## src/hw/rtl/kmas_pkg.sv

```systemverilog
`timescale 1ns / 1ps

package kmas_pkg;

  // Fixed port widths.
  localparam int SAMPLE_W = 12;
  localparam int FS_W     = 12;
  localparam int LEVEL_W  = 16;
  localparam int SMOOTH_W = 12;

  // Divisor width of the level divider: covers 2 * full_scale.
  localparam int DEN_W = FS_W + 1;

  // Quotient bits the divider resolves per clock.
  localparam int DIV_BITS_PER_CYCLE = 2;

  localparam logic [FS_W-1:0]    FS_RESET  = 12'd4095;
  localparam logic [LEVEL_W-1:0] LEVEL_MAX = 16'hFFFF;

  // Access requests from the sequencer to the sample ring.
  typedef struct packed {
    logic rd;
    logic wr;
  } ring_ctl_t;

endpackage

```

## src/hw/rtl/kmas_ring.sv

```systemverilog
`timescale 1ns / 1ps

module kmas_ring
  import kmas_pkg::*;
#(
  parameter int WINDOW      = 20,
  parameter int SAMPLE_BITS = 12
) (
  input  logic                   clk,
  input  logic                   rst,
  input  ring_ctl_t              ctl,
  input  logic [SAMPLE_BITS-1:0] wr_data,
  output logic [SAMPLE_BITS-1:0] rd_data
);

  localparam int SLOT_W = $clog2(WINDOW);

  logic [SAMPLE_BITS-1:0] mem [WINDOW];
  logic [WINDOW-1:0]      valid;
  logic [SLOT_W-1:0]      slot;
  logic [SAMPLE_BITS-1:0] mem_q;
  logic                   vld_q;

  // Entries not yet written since reset read as zero.
  assign rd_data = vld_q ? mem_q : '0;

  always_ff @(posedge clk) begin
    if (ctl.rd) begin
      mem_q <= mem[slot];
    end
    if (ctl.wr) begin
      mem[slot] <= wr_data;
    end
  end

  always_ff @(posedge clk) begin
    if (rst) begin
      valid <= '0;
      slot  <= '0;
      vld_q <= 1'b0;
    end else begin
      if (ctl.rd) begin
        vld_q <= valid[slot];
      end
      if (ctl.wr) begin
        valid[slot] <= 1'b1;
        slot        <= (slot == SLOT_W'(WINDOW - 1)) ? '0 : slot + 1'b1;
      end
    end
  end

endmodule

```

## src/hw/rtl/kmas_div.sv

```systemverilog
`timescale 1ns / 1ps

module kmas_div
  import kmas_pkg::*;
#(
  parameter int DIV_W = 18
) (
  input  logic             clk,
  input  logic             rst,
  input  logic             start,
  input  logic [DIV_W-1:0] dividend,
  input  logic [DEN_W-1:0] divisor,
  output logic             done,
  output logic [DIV_W-1:0] quotient
);

  localparam int STEPS = DIV_W / DIV_BITS_PER_CYCLE;
  localparam int CNT_W = $clog2(STEPS + 1);

  logic [DIV_W-1:0] work;
  logic [DEN_W-1:0] rem;
  logic [DEN_W-1:0] divisor_q;
  logic [CNT_W-1:0] cnt;
  logic             busy;
  logic [DIV_W-1:0] work_next;
  logic [DEN_W-1:0] rem_next;

  assign quotient = work;

  // Restoring division, a few quotient bits per clock. The quotient bits
  // shift into the bottom of the dividend register as it empties.
  always_comb begin
    logic [DEN_W:0] trial;
    rem_next  = rem;
    work_next = work;
    for (int i = 0; i < DIV_BITS_PER_CYCLE; i++) begin
      trial     = {rem_next, work_next[DIV_W-1]};
      work_next = {work_next[DIV_W-2:0], 1'b0};
      if (trial >= {1'b0, divisor_q}) begin
        rem_next     = DEN_W'(trial - {1'b0, divisor_q});
        work_next[0] = 1'b1;
      end else begin
        rem_next = trial[DEN_W-1:0];
      end
    end
  end

  always_ff @(posedge clk) begin
    if (start) begin
      work      <= dividend;
      rem       <= '0;
      divisor_q <= divisor;
    end else if (busy) begin
      work <= work_next;
      rem  <= rem_next;
    end
  end

  always_ff @(posedge clk) begin
    if (rst) begin
      busy <= 1'b0;
      done <= 1'b0;
      cnt  <= '0;
    end else if (start) begin
      busy <= 1'b1;
      done <= 1'b0;
      cnt  <= CNT_W'(STEPS);
    end else if (busy) begin
      cnt <= cnt - 1'b1;
      if (cnt == CNT_W'(1)) begin
        busy <= 1'b0;
        done <= 1'b1;
      end
    end else begin
      done <= 1'b0;
    end
  end

endmodule

```

## src/hw/rtl/knob_moving_average_scaler_top.sv

```systemverilog
// Knob moving-average scaler. Each transfer on the input channel carries one raw
// knob reading; the block keeps the last WINDOW readings in a ring memory (zero
// after reset) and a running total, replaces the oldest reading, and returns one
// result transfer holding the boxcar average (total / WINDOW, rounded down) and
// the level in tenths, round-half-up of 10 * average / full_scale, computed as
// floor((20 * average + full_scale) / (2 * full_scale)) and saturated at 65535.
// The level is not clamped at ten. A full_scale of zero acts as one. One item is
// processed at a time. From input transfer to result valid it updates the total
// and writes the ring once the oldest reading has been read, forms the average by
// a multiply with the reciprocal of WINDOW, starts the level division, runs the
// serial divider at two quotient bits per clock until its done flag rises, and
// loads the output register. DIV_W is SAMPLE_BITS + 6 rounded up to even. The
// next input transfer can come in the cycle after the result is loaded. A new
// input is taken once the previous result sits in the output register, so
// a stalled consumer holds up at most one further item.
// The configuration channel is always ready and should only be written while
// the block is idle.
`timescale 1ns / 1ps

module knob_moving_average_scaler_top
  import kmas_pkg::*;
#(
  parameter int WINDOW      = 20,
  parameter int SAMPLE_BITS = 12
) (
  input  logic                clk,
  input  logic                rst,
  input  logic                cfg_valid,
  output logic                cfg_ready,
  input  logic [FS_W-1:0]     cfg_data,
  input  logic                in_valid,
  output logic                in_ready,
  input  logic [SAMPLE_W-1:0] sample,
  output logic                out_valid,
  input  logic                out_ready,
  output logic [LEVEL_W-1:0]  level_tenths,
  output logic [SMOOTH_W-1:0] smoothed
);

  // The total of WINDOW samples never exceeds SAMPLE_BITS + clog2(WINDOW) bits,
  // and 20 * average + full_scale fits in SAMPLE_BITS + 6 bits.
  localparam int TOTAL_W = SAMPLE_BITS + $clog2(WINDOW);
  localparam int NUM_W   = SAMPLE_BITS + 6;
  localparam int DIV_W   = NUM_W + (NUM_W % DIV_BITS_PER_CYCLE);

  // The average is total * RECIP >> SHIFT, with RECIP = ceil(2^SHIFT / WINDOW).
  // With SHIFT = TOTAL_W + clog2(WINDOW) this is exact for every total.
  localparam int SHIFT   = TOTAL_W + $clog2(WINDOW);
  localparam int RECIP_W = TOTAL_W + 1;
  localparam int PROD_W  = TOTAL_W + RECIP_W;
  localparam logic [RECIP_W-1:0] RECIP =
    RECIP_W'(((64'd1 << SHIFT) + 64'(WINDOW) - 64'd1) / 64'(WINDOW));

  localparam logic [2:0] ST_IDLE  = 3'd0;
  localparam logic [2:0] ST_READ  = 3'd1;
  localparam logic [2:0] ST_AVG   = 3'd2;
  localparam logic [2:0] ST_START = 3'd3;
  localparam logic [2:0] ST_LEVEL = 3'd4;
  localparam logic [2:0] ST_OUT   = 3'd5;

  logic [2:0]             state;
  logic [2:0]             state_next;
  logic [FS_W-1:0]        full_scale;
  logic [SAMPLE_BITS-1:0] samp;
  logic [TOTAL_W-1:0]     total;
  logic [TOTAL_W-1:0]     total_next;
  logic [PROD_W-1:0]      avg_prod;
  logic [SAMPLE_BITS-1:0] avg;
  logic [SAMPLE_BITS-1:0] oldest;
  ring_ctl_t              ring_ctl;
  logic                   div_start;
  logic                   div_done;
  logic [DIV_W-1:0]       div_dividend;
  logic [DEN_W-1:0]       div_divisor;
  logic [DIV_W-1:0]       div_quot;
  logic [FS_W-1:0]        fs_eff;
  logic [DIV_W-1:0]       level_num;
  logic [LEVEL_W-1:0]     level_sat;
  logic                   out_free;
  logic                   in_xfer;

  assign cfg_ready = 1'b1;
  assign in_ready  = (state == ST_IDLE);
  assign in_xfer   = in_valid && in_ready;
  assign out_free  = !out_valid || out_ready;

  always_ff @(posedge clk) begin
    if (rst) begin
      full_scale <= FS_RESET;
    end else if (cfg_valid && cfg_ready) begin
      full_scale <= cfg_data;
    end
  end

  // The ring is read when the sample arrives and written back in the cycle after,
  // once the evicted value is known. Only one item is in flight, so a read and
  // a write of the same slot never overlap.
  assign ring_ctl.rd = in_xfer;
  assign ring_ctl.wr = (state == ST_READ);

  kmas_ring #(
    .WINDOW      (WINDOW),
    .SAMPLE_BITS (SAMPLE_BITS)
  ) u_ring (
    .clk     (clk),
    .rst     (rst),
    .ctl     (ring_ctl),
    .wr_data (samp),
    .rd_data (oldest)
  );

  assign total_next = total - TOTAL_W'(oldest) + TOTAL_W'(samp);

  // Average of the window from the registered total.
  assign avg_prod = PROD_W'(total) * PROD_W'(RECIP);

  // Level dividend built from the registered average.
  assign fs_eff    = (full_scale == '0) ? FS_W'(1) : full_scale;
  assign level_num = (DIV_W'(avg) << 4)
                   + (DIV_W'(avg) << 2)
                   + DIV_W'(fs_eff);

  assign div_start    = (state == ST_START);
  assign div_dividend = level_num;
  assign div_divisor  = {fs_eff, 1'b0};

  kmas_div #(
    .DIV_W (DIV_W)
  ) u_div (
    .clk      (clk),
    .rst      (rst),
    .start    (div_start),
    .dividend (div_dividend),
    .divisor  (div_divisor),
    .done     (div_done),
    .quotient (div_quot)
  );

  assign level_sat = (|div_quot[DIV_W-1:LEVEL_W]) ? LEVEL_MAX : div_quot[LEVEL_W-1:0];

  always_comb begin
    state_next = state;
    unique case (state)
      ST_IDLE:  if (in_xfer) state_next = ST_READ;
      ST_READ:  state_next = ST_AVG;
      ST_AVG:   state_next = ST_START;
      ST_START: state_next = ST_LEVEL;
      ST_LEVEL: if (div_done) state_next = ST_OUT;
      ST_OUT:   if (out_free) state_next = ST_IDLE;
      default:  state_next = ST_IDLE;
    endcase
  end

  always_ff @(posedge clk) begin
    if (rst) begin
      state <= ST_IDLE;
      total <= '0;
    end else begin
      state <= state_next;
      if (state == ST_READ) begin
        total <= total_next;
      end
    end
  end

  always_ff @(posedge clk) begin
    if (in_xfer) begin
      samp <= SAMPLE_BITS'(sample);
    end
    if (state == ST_AVG) begin
      avg <= avg_prod[SHIFT +: SAMPLE_BITS];
    end
  end

  // Output register: loaded from the held quotient when the slot is free.
  always_ff @(posedge clk) begin
    if (rst) begin
      out_valid <= 1'b0;
    end else if ((state == ST_OUT) && out_free) begin
      out_valid <= 1'b1;
    end else if (out_valid && out_ready) begin
      out_valid <= 1'b0;
    end
  end

  always_ff @(posedge clk) begin
    if ((state == ST_OUT) && out_free) begin
      level_tenths <= level_sat;
      smoothed     <= SMOOTH_W'(avg);
    end
  end

endmodule

```

## config.mk

```make
export PLATFORM = sky130hd
export DESIGN_NAME = knob_moving_average_scaler_top
export DESIGN_NICKNAME = d
export VERILOG_FILES = /design/src/hw/rtl/kmas_pkg.sv /design/src/hw/rtl/kmas_ring.sv /design/src/hw/rtl/kmas_div.sv /design/src/hw/rtl/knob_moving_average_scaler_top.sv
export SDC_FILE = /design/constraint.sdc
export NUM_CORES = 1
export LEC_CHECK = 0
export BUFFER_PORTS_ARGS = -buffer_cell sky130_fd_sc_hd__buf_2
export CORE_MARGIN = 2
export CORE_UTILIZATION = 25
export CTS_BUF_LIST = sky130_fd_sc_hd__clkbuf_16
export DETAILED_ROUTE_END_ITERATION = 12
export PLACE_DENSITY = 0.37
export SLEW_MARGIN = 20
export SYNTH_ARGS = -nofsm -noshare
export SYNTH_HDL_FRONTEND = slang
export SYNTH_SLANG_ARGS = --single-unit
export TNS_END_PERCENT = 20
```

## constraint.sdc

```tcl
create_clock -name clk -period 6.7 [get_ports clk]
set_input_delay 0.67 -clock clk [delete_from_list [all_inputs] [get_ports clk]]
set_output_delay 0.67 -clock clk [all_outputs]
set_load 0.02 [all_outputs]
```

==> metrics <==
final-report setup violation count=0; Worst EP arrival=6.26 ns; post-CTS resize count=0; worst-margin pin slew=1.10 ns; setup TNS=0 ns; first-pass iteration count of the detailed router=6; Peak Freq=168 MHz; Reg area=11,600 sq um; gpl congestion=0.840; Final Hold Fails=0; root buffer cell=clkbuf_16; sequential fraction of the synthesis area=50.1%; vias in the first global route=14.5k; via count=13.5k; Max Cap Violations=0; Max VDD drop=0.175 mV; CP Data Required Time=7.01 ns; Port Buf Inserts=58; vias per cell=4.38; post-route insts no fill=3,079; initial antenna violation count=1; clock sinks=412; HP Class=in2reg; Final HPWL DP=43.0 mm; prevailing post-synth register cell=edfxtp_1; I/O pin count=60; post-layout min period=5.95 ns; Clk Latency, worst-skew pair=0.61 ns; type of destination of the critical path=flop; row cnt=111; initial core utilization=25.3%; fill count=9,365; leading cell type in the layout, fill and taps excluded=edfxtp_1; antenna viol nets, final=0; Lkg Pwr=10.5 nW; final cycle utilization of the critical path=88.8%; Die Y=308 um; first-pass GRT wire length=91.1 mm; clock-pin slew on the worst setup and hold paths=0.07 ns; max_slew headroom=26.5%; Slew Viols, Final=0; H-tree Lvls=2; share of cells above drive strength 1=13.2%; GRT overflow=0; Post-synth EDFFs=334; RSZ-0062 raised after global routing=no; pin count of the biggest net entering global routing=70; routed len/inst=19.4 um; worst setup path class=reg2reg; Multi-input gate area=10,300 sq um; Synth Register Bits=412; cts hold-fix bufs=0; Clock Path Buffers=3; commonest cells after routing, fill and taps aside=334 x edfxtp_1, 266 x inv_1, 193 x ha_1; die width=308 um; Cell Area, Synth=23,100 sq um; DRT Wirelength=59.8 mm; core footprint=91,700 sq um; synth unique cells=78; Setup Buffers After CTS=0; Startpoint Class=flop; Inserted Clock Buffers=48; Final Util=28.8%; Antenna Cells=0; Worst Skew=0.0526 ns; Avg Cell Area, Syn=12.9 sq um; Post-synth ARST share=0%; placed cell count=2,990; Critical Path Fanout Max=8; global-route usage over all layers=12.7%; Die Area=95,000 sq um; syn_nets=2,123; outcome=complete, no violations; drc violations=0; Yosys warnings=0; Total Nets Final=2,186; Layout area overhead=13.9%; DR iter-0 viols=646; Syn Inst Count=1,791; PwrDens=397 nW/um^2; CTS tree=done
## critical path, cell delays in order, from the launching register on
cell and delay, ns:
dfxtp_1 0.60, ha_1 0.38, fa_1 0.56, inv_1 0.06, fa_1 0.51, fa_1 0.56, inv_1 0.06, fa_1 0.54
inv_1 0.06, fa_1 0.53, inv_1 0.04, ha_1 0.35, nor2_1 0.11, nor2_1 0.05, a21oi_1 0.21, nor2_1 0.09
a221oi_2 0.36, o21ai_1 0.17, nor4_1 0.20, nor3_1 0.11, xnor2_1 0.13
## logic make-up (layout without fill, tap and decap cells)
family | after synthesis | in the layout | synth area share, %
compound gates | 212 | 212 | 6.26
simple gates | 373 | 373 | 7.78
xor+xnor | 63 | 63 | 2.38
other cells | 1 | 1 | 0.0162
fa+ha+maj | 303 | 303 | 19.9
flops | 412 | 412 | 50.1
mux | 104 | 104 | 8.19
buf+inv | 323 | 425 | 5.34
## Yosys cell counts, types with 11 or more instances
cell,n,area [sq um]
fa_1,110,2200
mux2_2,11,124
inv_1,256,961
xnor2_1,44,385
a22oi_1,13,97.6
a21o_1,17,128
o21ai_0,39,195
mux4_2,66,1490
or3_1,23,144
and2_1,37,231
ha_1,193,2410
nand3_1,11,55.1
mux2i_1,23,230
a211o_1,15,131
clkbuf_1,53,199
a21oi_1,60,300
xor2_1,19,166
nand2_1,105,394
edfxtp_1,334,10000
dfxtp_1,78,1560
nor3_1,30,150
nor2b_1,27,169
nor2_1,98,368
## power by group
| group | internal (mW) | switching [mW] | leakage [nW] |
|---|---|---|---|
| Clock | 1.47 | 1.11 | 0.781 |
| Sequential | 2.98 | 0.193 | 3.66 |
| Combinational | 2.06 | 2.64 | 6.09 |
| Total | 6.50 | 3.95 | 10.5 |
## final timing paths
check,slack (ns),startpoint,endpoint,cells after the start
setup reg to reg,0.75,total[5],avg[11],20
hold reg to reg,0.46,u_ring.valid[6],u_ring.valid[6],2
hold / removal,0.25,sample[2],samp[2],1
setup / recovery,0.75,total[5],avg[11],20
## area by class of cell
type	count	area share [%]
flip-flops and latches	412	44.0
clock inverters	41	1.26
clock buffers	48	4.56
repair buffers	79	1.70
well taps	1186	5.63
inverters	257	3.66
multi-input cells	1056	39.2
## per-stage QoR
stage	setup slack, ns	hold slack [ns]	total power [mW]	area (sq um)
after detailed placement	0.731	0.453	8.02	24800
final	0.753	0.249	10.5	26400
after global routing	0.311	0.212	11.4	26400
after global placement	0.851	0.444	8.05	24800
after CTS	0.709	0.213	10.7	26400
after floorplan	1.32	0.435	6.84	23100
## routing by layer
| metal | share of wire, % | vias up | track usage (%) |
|---|---|---|---|
| li1 | - | 6456 | - |
| met1 | 46 | 6770 | 16.7 |
| met2 | 49 | 196 | 22.2 |
| met3 | 2.8 | 71 | 1.62 |
| met4 | 1.8 | 0 | 2.85 |
| met5 | 0 | - | 0 |
## state kept, by name, summed over array words and instances (netlist names)
register,count
u_div.done,1
u_ring.mem,240
out_valid,1
state,3
smoothed,12
samp,12
u_div.busy,1
u_ring.vld_q,1
u_div.rem,13
total,17
u_ring.mem_q,12
u_div.divisor_q,12
u_ring.valid,20
u_ring.slot,5
full_scale,12
u_div.cnt,4
u_div.quotient,18
avg,12
level_tenths,16
No activity file was read; power rests on OpenSTA's default activity.
